$ cat src/hdl/msaw_pkg.sv
// ---------------------------------------------------------------------------
// msaw_pkg: shared types and constants of the morphing sawtooth oscillator
// Register map, field widths, reset values and the divider status word.
// ---------------------------------------------------------------------------
package msaw_pkg;

	// configuration port
	localparam int CFG_IDX_W  = 3;
	localparam int CFG_DATA_W = 24;

	localparam logic [CFG_IDX_W-1:0] CFG_PHASE_STEP    = 3'd0;
	localparam logic [CFG_IDX_W-1:0] CFG_RAMP_AMP      = 3'd1;
	localparam logic [CFG_IDX_W-1:0] CFG_SPLIT_LOW     = 3'd2;
	localparam logic [CFG_IDX_W-1:0] CFG_SPLIT_HIGH    = 3'd3;
	localparam logic [CFG_IDX_W-1:0] CFG_INVERTED_RAMP = 3'd4;

	// field widths
	localparam int STEP_W   = 24;
	localparam int AMP_W    = 16;
	localparam int CTRL_W   = 17;
	localparam int SAMPLE_W = 18;

	// register reset values
	localparam logic [STEP_W-1:0] STEP_RST       = 24'd0;
	localparam logic [AMP_W-1:0]  AMP_RST        = 16'd16384;
	localparam logic [CTRL_W-1:0] SPLIT_LOW_RST  = 17'd21845;
	localparam logic [CTRL_W-1:0] SPLIT_HIGH_RST = 17'd43690;

	// fixed-point constants
	localparam int AMP_FRAC   = 14;             // Q2.14 amplitude
	localparam int GAIN_FRAC  = 16;             // Q1.16 gains and ratios
	localparam int ACC_SH     = 17;             // (rect*g + comp*g) / 2 in Q0.16
	localparam logic [CTRL_W-1:0] GAIN_ONE = 17'h10000;
	localparam logic [CTRL_W:0]   CTRL_ONE = 18'h10000;
	localparam logic signed [SAMPLE_W-1:0] INV_SCALE = -18'sd16384; // -1.0 in Q2.14
	localparam int SAMPLE_MAX = 131071;
	localparam int SAMPLE_MIN = -131072;

	// divider status
	typedef struct packed {
		logic busy;
		logic done;
	} msaw_div_stat_t;

endpackage

$ cat src/hdl/msaw_div.sv
// ---------------------------------------------------------------------------
// msaw_div: serial restoring divider
// One quotient bit per cycle; the numerator shifts out as the quotient
// shifts in. Quotient holds after done until the next start.
// ---------------------------------------------------------------------------
module msaw_div import msaw_pkg::*; #(
	parameter int NUM_W = 33,
	parameter int DEN_W = 17
) (
	input  logic                 clk,
	input  logic                 arst_n,
	input  logic                 start,
	input  logic [NUM_W-1:0]     num,
	input  logic [DEN_W-1:0]     den,
	output msaw_div_stat_t       stat,
	output logic [NUM_W-1:0]     quo
);

	localparam int CNT_W = $clog2(NUM_W);

	logic [NUM_W-1:0] work_q;
	logic [DEN_W-1:0] rem_q;
	logic [DEN_W-1:0] den_q;
	logic [CNT_W-1:0] cnt_q;
	logic             busy_q;
	logic             done_q;

	logic [DEN_W:0]   trial;
	logic [DEN_W:0]   diff;
	logic             fits;
	logic             last;

	// trial subtract of the shifted remainder
	always_comb begin
		trial = {rem_q, work_q[NUM_W-1]};
		diff  = trial - {1'b0, den_q};
		fits  = trial >= {1'b0, den_q};
		last  = cnt_q == CNT_W'(NUM_W - 1);
	end

	// step control
	always_ff @(posedge clk or negedge arst_n) begin
		if (!arst_n) begin
			busy_q <= 1'b0;
			done_q <= 1'b0;
			cnt_q  <= '0;
		end else begin
			done_q <= busy_q && last;
			if (start) begin
				busy_q <= 1'b1;
				cnt_q  <= '0;
			end else if (busy_q) begin
				cnt_q <= cnt_q + 1'b1;
				if (last) begin
					busy_q <= 1'b0;
				end
			end
		end
	end

	// datapath
	always_ff @(posedge clk) begin
		if (start) begin
			work_q <= num;
			rem_q  <= '0;
			den_q  <= den;
		end else if (busy_q) begin
			rem_q  <= fits ? diff[DEN_W-1:0] : trial[DEN_W-1:0];
			work_q <= {work_q[NUM_W-2:0], fits};
		end
	end

	assign stat.busy = busy_q;
	assign stat.done = done_q;
	assign quo       = work_q;

endmodule

$ cat src/hdl/morphing_sawtooth_oscillator.sv
// ---------------------------------------------------------------------------
// morphing_sawtooth_oscillator: sawtooth with rectifier/comparator morph
// A phase accumulator drives a rising or falling ramp; a shape control
// moves the output through a rectifier sweep, a crossfade and a comparator
// sweep. Zone ratios come from a serial divider, products from one shared
// multiplier.
// ---------------------------------------------------------------------------
//
//  channel | signals                                 | direction
//  --------+-----------------------------------------+----------
//  input   | in_valid, in_ready, shape_control       | in
//  output  | out_valid, out_ready, sample_out        | out
//  config  | cfg_valid, cfg_ready, cfg_index, cfg_data | in
//
//  Each word runs the serial divider over 17 + max(SAMPLE_FRAC_BITS, 16)
//  quotient bits, then the MUL1, RECT, MUL2 and OUT steps.
//  in_ready is high only while the sequencer is idle.
//  A finished sample sits in the output register while the next word is
//  taken; the sequencer holds its last step only if that register is full.
//  Reset restores the register defaults and clears the phase; cfg_ready is
//  always high.
//
module morphing_sawtooth_oscillator import msaw_pkg::*; #(
	parameter int PHASE_BITS       = 24,
	parameter int SAMPLE_FRAC_BITS = 14
) (
	input  logic                        clk,
	input  logic                        arst_n,
	input  logic                        in_valid,
	output logic                        in_ready,
	input  logic [CTRL_W-1:0]           shape_control,
	output logic                        out_valid,
	input  logic                        out_ready,
	output logic signed [SAMPLE_W-1:0]  sample_out,
	input  logic                        cfg_valid,
	output logic                        cfg_ready,
	input  logic [CFG_IDX_W-1:0]        cfg_index,
	input  logic [CFG_DATA_W-1:0]       cfg_data
);

	localparam int P      = PHASE_BITS;
	localparam int F      = SAMPLE_FRAC_BITS;
	localparam int DW     = CTRL_W + ((F > GAIN_FRAC) ? F : GAIN_FRAC);
	localparam int CW     = DW + 1;
	localparam int SW     = F + 4;
	localparam int AW     = (P + 1 > SW) ? P + 1 : SW;
	localparam int PRW    = AW + SAMPLE_W;
	localparam int SAW_SH = P + AMP_FRAC - F;

	localparam logic [F:0] ONE_THR = {1'b1, {F{1'b0}}};
	localparam logic signed [PRW-1:0] ACC_MAX = PRW'(SAMPLE_MAX);
	localparam logic signed [PRW-1:0] ACC_MIN = PRW'(SAMPLE_MIN);

	// sequencer states
	localparam logic [2:0] ST_IDLE = 3'd0;
	localparam logic [2:0] ST_DIV  = 3'd1;
	localparam logic [2:0] ST_MUL1 = 3'd2;
	localparam logic [2:0] ST_RECT = 3'd3;
	localparam logic [2:0] ST_MUL2 = 3'd4;
	localparam logic [2:0] ST_OUT  = 3'd5;

	// morph zones
	localparam logic [1:0] ZONE_RECT = 2'd0;
	localparam logic [1:0] ZONE_FADE = 2'd1;
	localparam logic [1:0] ZONE_COMP = 2'd2;

	// configuration registers
	logic [STEP_W-1:0] phase_step_q;
	logic [AMP_W-1:0]  ramp_amp_q;
	logic [CTRL_W-1:0] split_low_q;
	logic [CTRL_W-1:0] split_high_q;
	logic              inverted_q;

	// control and state
	logic [2:0]        state_q;
	logic [1:0]        zone_q;
	logic              den_zero_q;
	logic [P-1:0]      phase_q;
	logic              out_valid_q;

	// payload registers
	logic signed [PRW-1:0]      prod_q;
	logic signed [SW-1:0]       rect_q;
	logic                       comp_pos_q;
	logic [CTRL_W-1:0]          rect_gain_q;
	logic [CTRL_W-1:0]          comp_gain_q;
	logic signed [SAMPLE_W-1:0] sample_q;

	// combinational
	logic              in_fire;
	logic              out_load;
	logic [1:0]        zone_d;
	logic [CTRL_W-1:0] num_base;
	logic [DW-1:0]     num_load;
	logic [CTRL_W-1:0] den_load;
	logic [CTRL_W:0]   den_wide;
	msaw_div_stat_t    div_stat;
	logic [DW-1:0]     quo;

	logic signed [P:0]          ramp_s;
	logic signed [AW-1:0]       mul_a;
	logic signed [SAMPLE_W-1:0] mul_b;
	logic signed [PRW-1:0]      mul_p;

	logic signed [PRW-1:0] saw_full;
	logic signed [SW-1:0]  saw;
	logic [F:0]            rect_thr;
	logic [DW-1:0]         comp_thr;
	logic signed [SW-1:0]  thr_s;
	logic [F:0]            half;
	logic signed [SW-1:0]  rect_d;
	logic                  comp_pos_d;
	logic [CTRL_W-1:0]     rect_gain_d;
	logic [CTRL_W-1:0]     comp_gain_d;

	logic signed [PRW-1:0]      cterm;
	logic signed [PRW-1:0]      sum;
	logic signed [PRW-1:0]      acc;
	logic signed [SAMPLE_W-1:0] sat;

	assign in_ready  = state_q == ST_IDLE;
	assign in_fire   = in_valid && in_ready;
	assign cfg_ready = 1'b1;
	assign out_load  = (state_q == ST_OUT) && (!out_valid_q || out_ready);

	// configuration writes
	always_ff @(posedge clk or negedge arst_n) begin
		if (!arst_n) begin
			phase_step_q <= STEP_RST;
			ramp_amp_q   <= AMP_RST;
			split_low_q  <= SPLIT_LOW_RST;
			split_high_q <= SPLIT_HIGH_RST;
			inverted_q   <= 1'b0;
		end else if (cfg_valid && cfg_ready) begin
			case (cfg_index)
				CFG_PHASE_STEP:    phase_step_q <= cfg_data[STEP_W-1:0];
				CFG_RAMP_AMP:      ramp_amp_q   <= cfg_data[AMP_W-1:0];
				CFG_SPLIT_LOW:     split_low_q  <= cfg_data[CTRL_W-1:0];
				CFG_SPLIT_HIGH:    split_high_q <= cfg_data[CTRL_W-1:0];
				CFG_INVERTED_RAMP: inverted_q   <= cfg_data[0];
				default: ;
			endcase
		end
	end

	// zone select and divider operands
	always_comb begin
		den_wide = CTRL_ONE - {1'b0, split_high_q};
		if (shape_control < split_low_q) begin
			zone_d   = ZONE_RECT;
			num_base = shape_control;
			den_load = split_low_q;
		end else if (shape_control < split_high_q) begin
			zone_d   = ZONE_FADE;
			num_base = shape_control - split_low_q;
			den_load = split_high_q - split_low_q;
		end else begin
			zone_d   = ZONE_COMP;
			num_base = shape_control - split_high_q;
			den_load = den_wide[CTRL_W-1:0];
		end
		if (zone_d == ZONE_FADE) begin
			num_load = DW'(num_base) << GAIN_FRAC;
		end else begin
			num_load = DW'(num_base) << F;
		end
	end

	msaw_div #(
		.NUM_W(DW),
		.DEN_W(CTRL_W)
	) u_div (
		.clk   (clk),
		.arst_n(arst_n),
		.start (in_fire),
		.num   (num_load),
		.den   (den_load),
		.stat  (div_stat),
		.quo   (quo)
	);

	// shared multiplier: ramp scaling, then rectifier gain
	always_comb begin
		ramp_s = $signed({~phase_q[P-1], phase_q[P-2:0], 1'b0});
		if (state_q == ST_MUL1) begin
			mul_a = AW'(ramp_s);
			mul_b = inverted_q ? INV_SCALE : $signed({2'b00, ramp_amp_q});
		end else begin
			mul_a = AW'(rect_q);
			mul_b = $signed({1'b0, rect_gain_q});
		end
		mul_p = mul_a * mul_b;
	end

	// thresholds, gains, rectifier and comparator
	always_comb begin
		saw_full = prod_q >>> SAW_SH;
		saw      = saw_full[SW-1:0];
		rect_thr = ONE_THR;
		comp_thr = '0;
		case (zone_q)
			ZONE_RECT: begin
				rect_thr    = quo[F:0];
				rect_gain_d = GAIN_ONE;
				comp_gain_d = '0;
			end
			ZONE_FADE: begin
				rect_gain_d = GAIN_ONE - quo[CTRL_W-1:0];
				comp_gain_d = quo[CTRL_W-1:0];
			end
			default: begin
				comp_thr    = den_zero_q ? '0 : quo;
				rect_gain_d = '0;
				comp_gain_d = GAIN_ONE;
			end
		endcase
		thr_s      = $signed(SW'(rect_thr));
		half       = (ONE_THR - rect_thr) >> 1;
		rect_d     = ((saw <= thr_s) ? saw : saw - thr_s) + $signed(SW'(half));
		comp_pos_d = CW'(saw) > $signed({1'b0, comp_thr});
	end

	// mix, halve and saturate
	always_comb begin
		cterm = PRW'($signed({1'b0, comp_gain_q})) <<< F;
		sum   = prod_q + (comp_pos_q ? cterm : -cterm);
		acc   = sum >>> ACC_SH;
		if (acc > ACC_MAX) begin
			sat = SAMPLE_W'(ACC_MAX);
		end else if (acc < ACC_MIN) begin
			sat = SAMPLE_W'(ACC_MIN);
		end else begin
			sat = acc[SAMPLE_W-1:0];
		end
	end

	// sequencer
	always_ff @(posedge clk or negedge arst_n) begin
		if (!arst_n) begin
			state_q     <= ST_IDLE;
			zone_q      <= ZONE_RECT;
			den_zero_q  <= 1'b0;
			phase_q     <= '0;
			out_valid_q <= 1'b0;
		end else begin
			if (out_load) begin
				out_valid_q <= 1'b1;
			end else if (out_ready) begin
				out_valid_q <= 1'b0;
			end
			case (state_q)
				ST_IDLE: begin
					if (in_fire) begin
						zone_q     <= zone_d;
						den_zero_q <= (zone_d == ZONE_COMP) && split_high_q[CTRL_W-1];
						phase_q    <= phase_q + P'(phase_step_q);
						state_q    <= ST_DIV;
					end
				end
				ST_DIV: begin
					if (div_stat.done) begin
						state_q <= ST_MUL1;
					end
				end
				ST_MUL1: state_q <= ST_RECT;
				ST_RECT: state_q <= ST_MUL2;
				ST_MUL2: state_q <= ST_OUT;
				ST_OUT: begin
					if (out_load) begin
						state_q <= ST_IDLE;
					end
				end
				default: state_q <= ST_IDLE;
			endcase
		end
	end

	// datapath registers
	always_ff @(posedge clk) begin
		if (state_q == ST_MUL1 || state_q == ST_MUL2) begin
			prod_q <= mul_p;
		end
		if (state_q == ST_RECT) begin
			rect_q      <= rect_d;
			comp_pos_q  <= comp_pos_d;
			rect_gain_q <= rect_gain_d;
			comp_gain_q <= comp_gain_d;
		end
		if (out_load) begin
			sample_q <= sat;
		end
	end

	assign out_valid  = out_valid_q;
	assign sample_out = sample_q;

	// checks
	a_one_word: assert property (@(posedge clk) disable iff (!arst_n)
		in_valid && in_ready |=> !in_ready)
		else $error("second word taken while one is in flight");

	a_div_done_in_div: assert property (@(posedge clk) disable iff (!arst_n)
		div_stat.done |-> state_q == ST_DIV)
		else $error("divider finished outside the divide step");

	a_div_idle_free: assert property (@(posedge clk) disable iff (!arst_n)
		in_ready |-> !div_stat.busy)
		else $error("divider busy while the sequencer is idle");

	a_out_from_seq: assert property (@(posedge clk) disable iff (!arst_n)
		$rose(out_valid) |-> $past(state_q == ST_OUT))
		else $error("output word without a finished sample");

endmodule
$ cat config.mk
export PLATFORM = sky130hd
export DESIGN_NAME = morphing_sawtooth_oscillator
export DESIGN_NICKNAME = d
export VERILOG_FILES = /design/src/hdl/msaw_pkg.sv /design/src/hdl/msaw_div.sv /design/src/hdl/morphing_sawtooth_oscillator.sv
export SDC_FILE = /design/constraint.sdc
export NUM_CORES = 2
export LEC_CHECK = 0
export ABC_AREA = 1
export BUFFER_PORTS_ARGS = -buffer_cell sky130_fd_sc_hd__buf_2
export CORE_AREA = 3 3 281 352
export CTS_CLUSTER_SIZE = 16
export DETAILED_ROUTE_END_ITERATION = 8
export DIE_AREA = 0 0 284 355
export PLACE_DENSITY_LB_ADDON = 0.25
export SLEW_MARGIN = 20
export SYNTH_ARGS = -nofsm -noshare
export SYNTH_HDL_FRONTEND = slang
export SYNTH_HIERARCHICAL = 1
export SYNTH_SLANG_ARGS = --single-unit
$ cat constraint.sdc
create_clock -name clk -period 13.12 [get_ports clk]
set_clock_uncertainty 0.1 [all_clocks]
set_input_delay 1.312 -clock clk [delete_from_list [all_inputs] [get_ports clk]]
set_output_delay 1.312 -clock clk [all_outputs]
set_load 0.01 [all_outputs]
==> metrics.md <==
| Metric | Value |
|---|---|
| Final Slew Violations | `0` |
| TritonCTS clock tree | `yes` |
| Commonest cells after routing, fill and taps aside | `1252 x nand2_1, 1014 x inv_1, 447 x fa_1` |
| I/O pins | `70` |
| Maximum number of pins on one net before global-route repair | `62` |
| Site Rows | `127` |
| Total setup buffers inserted after CTS | `0` |
| Setup repair after global routing missed its margin | `no` |
| Number of fillers in the final layout | `approximately 9900` |
| Global-route wire length before repair | `182000 um` |
| Via density per instance | `5.09` |
| Aggregate global-route resource usage | `0.231` |
| Maximum clock insertion buffer count | `3` |
| Worst path setup slack after routing | `~4.4 ns` |
| Commonest non-fill, non-tap cell in the layout | `nand2_1` |
| Post-Place Worst Slack | `4.43 ns` |
| Critical Path Sink Type | `flop` |
| Synthesis Warnings | `6` |
| Placed Cells incl. Taps | `6269` |
| Post_cts resized | `0` |
| Hold Crit Class | `reg2reg` |
| Floorplan core area | `between 90000 and 100000 sq um` |
| Starting density of the core | `0.398` |
| Post-detailed-route count of antenna-violating nets | `0` |
| Number of nets in the layout | `5793` |
| TritonCTS Sinks | `280` |
| Number of hold buffers added after CTS | `0` |
| Mean routed wirelength per cell | `18.7 um` |
| DRC Markers | `0` |
| Vias in the first global route | `between 30000 and 40000` |
| Vertical extent of the die | `roughly 360 um` |
| Total CTS buffers | `31` |
| Setup TNS | `0 ns` |
| Total gr overflow | `0` |
| Worst skew pair latency | `0.60 ns` |
| Synthesized area per cell | `7.66 sq um` |
| Wirelength, routed | `118000 um` |
| Post-synthesis cell count | `4979` |
| Final Non-Filler Cells | `about 6300` |
| Mapped Area | `38100 sq um` |
| Max_cap viols | `0` |
| Initial antenna violation count | `3` |
| Setup Crit Path Kind | `reg2reg` |
| Detailed-route via count | `approximately 32000` |
| Result of the run | `finished clean` |
| CTS clock-pin slew for the worst setup and hold paths | `~0.06 ns` |
| Final hold violation count | `0` |
| Placer congestion estimate | `approximately 0.95` |
| Die footprint | `approximately 100000 sq um` |
| Master cell of the clock root buffer | `clkbuf_16` |
| Initial DRC count | `2281` |
| Relative slew slack | `0.216` |
| Arrival time reported for the critical path endpoint | `approximately 9 ns` |
| Proportion of layout cells with a drive suffix above 1 | `0.0538` |
| Worst Path Max Fanout | `61` |
| Total of buffers placed on input and output ports | `68` |
| Maximum clock frequency | `~0.11 GHz` |
| Number of H-tree levels | `1` |
| Share of the clock period used by the worst path after layout | `0.668` |
| X dimension of the die | `between 200 and 300 um` |
| Detailed Routing Iterations Pass 1 | `6` |
| Layout area overhead | `7.67%` |
| Detailed placer's ending HPWL | `98700 um` |
| Required time of the worst setup path | `13.35 ns` |
| Time the final worst path needs with I/O delays and setup | `8.76 ns` |
| CP Launch Type | `flop` |
| Setup-violating endpoint count in the final report | `0` |
| Slew @ Worst Pin | `1.17 ns` |
flip-flops by register name, summed over array words and instances (netlist names), 2 cells and up:
register      flops
u_div/quo        33
u_div/cnt_q       6
zone_q            2
split_low_q      17
sample_out       18
rect_q           18
ramp_amp_q       16
prod_q           29
rect_gain_q      17
comp_gain_q      16
split_high_q     17
state_q           3
u_div/rem_q      17
phase_q          24
phase_step_q     24
u_div/den_q      17
final timing paths:
| path | startpoint | end | slack, ns | cells after the start |
|---|---|---|---|---|
| max | state_q[1] | prod_q[39] | 4.36 | 26 |
| min | u_div/rem_q[16] | u_div/rem_q[16] | 0.36 | 2 |
| max reg2reg | state_q[1] | prod_q[39] | 4.36 | 26 |
| min reg2reg | u_div/rem_q[16] | u_div/rem_q[16] | 0.36 | 2 |
| max in group asynchronous | arst_n | ramp_amp_q[11] | 11.01 | 2 |
| min in group asynchronous | arst_n | phase_q[16] | 0.72 | 1 |
layout make-up:
class                      instances  area (sq um)  share of cell area
antenna                            3          7.51            0.000183
tap                             1290          1610              0.0393
clock inverter                    10           139             0.00338
multi-input combinational       3564         26100               0.636
timing repair buffer             103           613              0.0149
inverter                        1033          3880              0.0944
sequential                       280          7690               0.187
clock buffer                      47          1010              0.0245
critical path, cell delays in order (launching register included):
cell,delay (ns)
dfrtp_1,0.39
inv_1,0.11
nor2_1,0.07
nand2_2,0.05
buf_4,0.56
nor2_1,0.21
inv_1,0.71
nand2_1,0.32
inv_1,0.63
nor2_1,0.14
fa_1,0.53
fa_1,0.52
fa_1,0.52
fa_1,0.51
fa_1,0.55
inv_1,0.05
fa_1,0.53
inv_1,0.04
ha_1,0.35
a21oi_1,0.26
o21ai_0,0.23
a21oi_1,0.31
nor2_1,0.07
a2111oi_0,0.47
nand2_1,0.10
nand2_1,0.07
nand2_1,0.04
metal layers:
layer  track usage  share of wire  vias to the layer above
li1              -              -                    15508
met5             0              0                        -
met3        0.0233          0.046                      252
met4        0.0971          0.047                        0
met2         0.418           0.51                      877
met1         0.280           0.40                    15556
per-stage QoR:
step	utilization	hold WS, ns	cell area [sq um]
2_1_floorplan	-	0.340	38200
3_3_place_gp	0.416	0.355	39900
3_5_place_dp	0.416	0.354	39900
4_1_cts	0.428	0.366	41000
5_1_grt	0.428	0.399	41100
6_report	0.428	0.361	41100
Power is not shown: default switching activity piles up to over one toggle a cycle in this logic, so the estimate is an artifact.
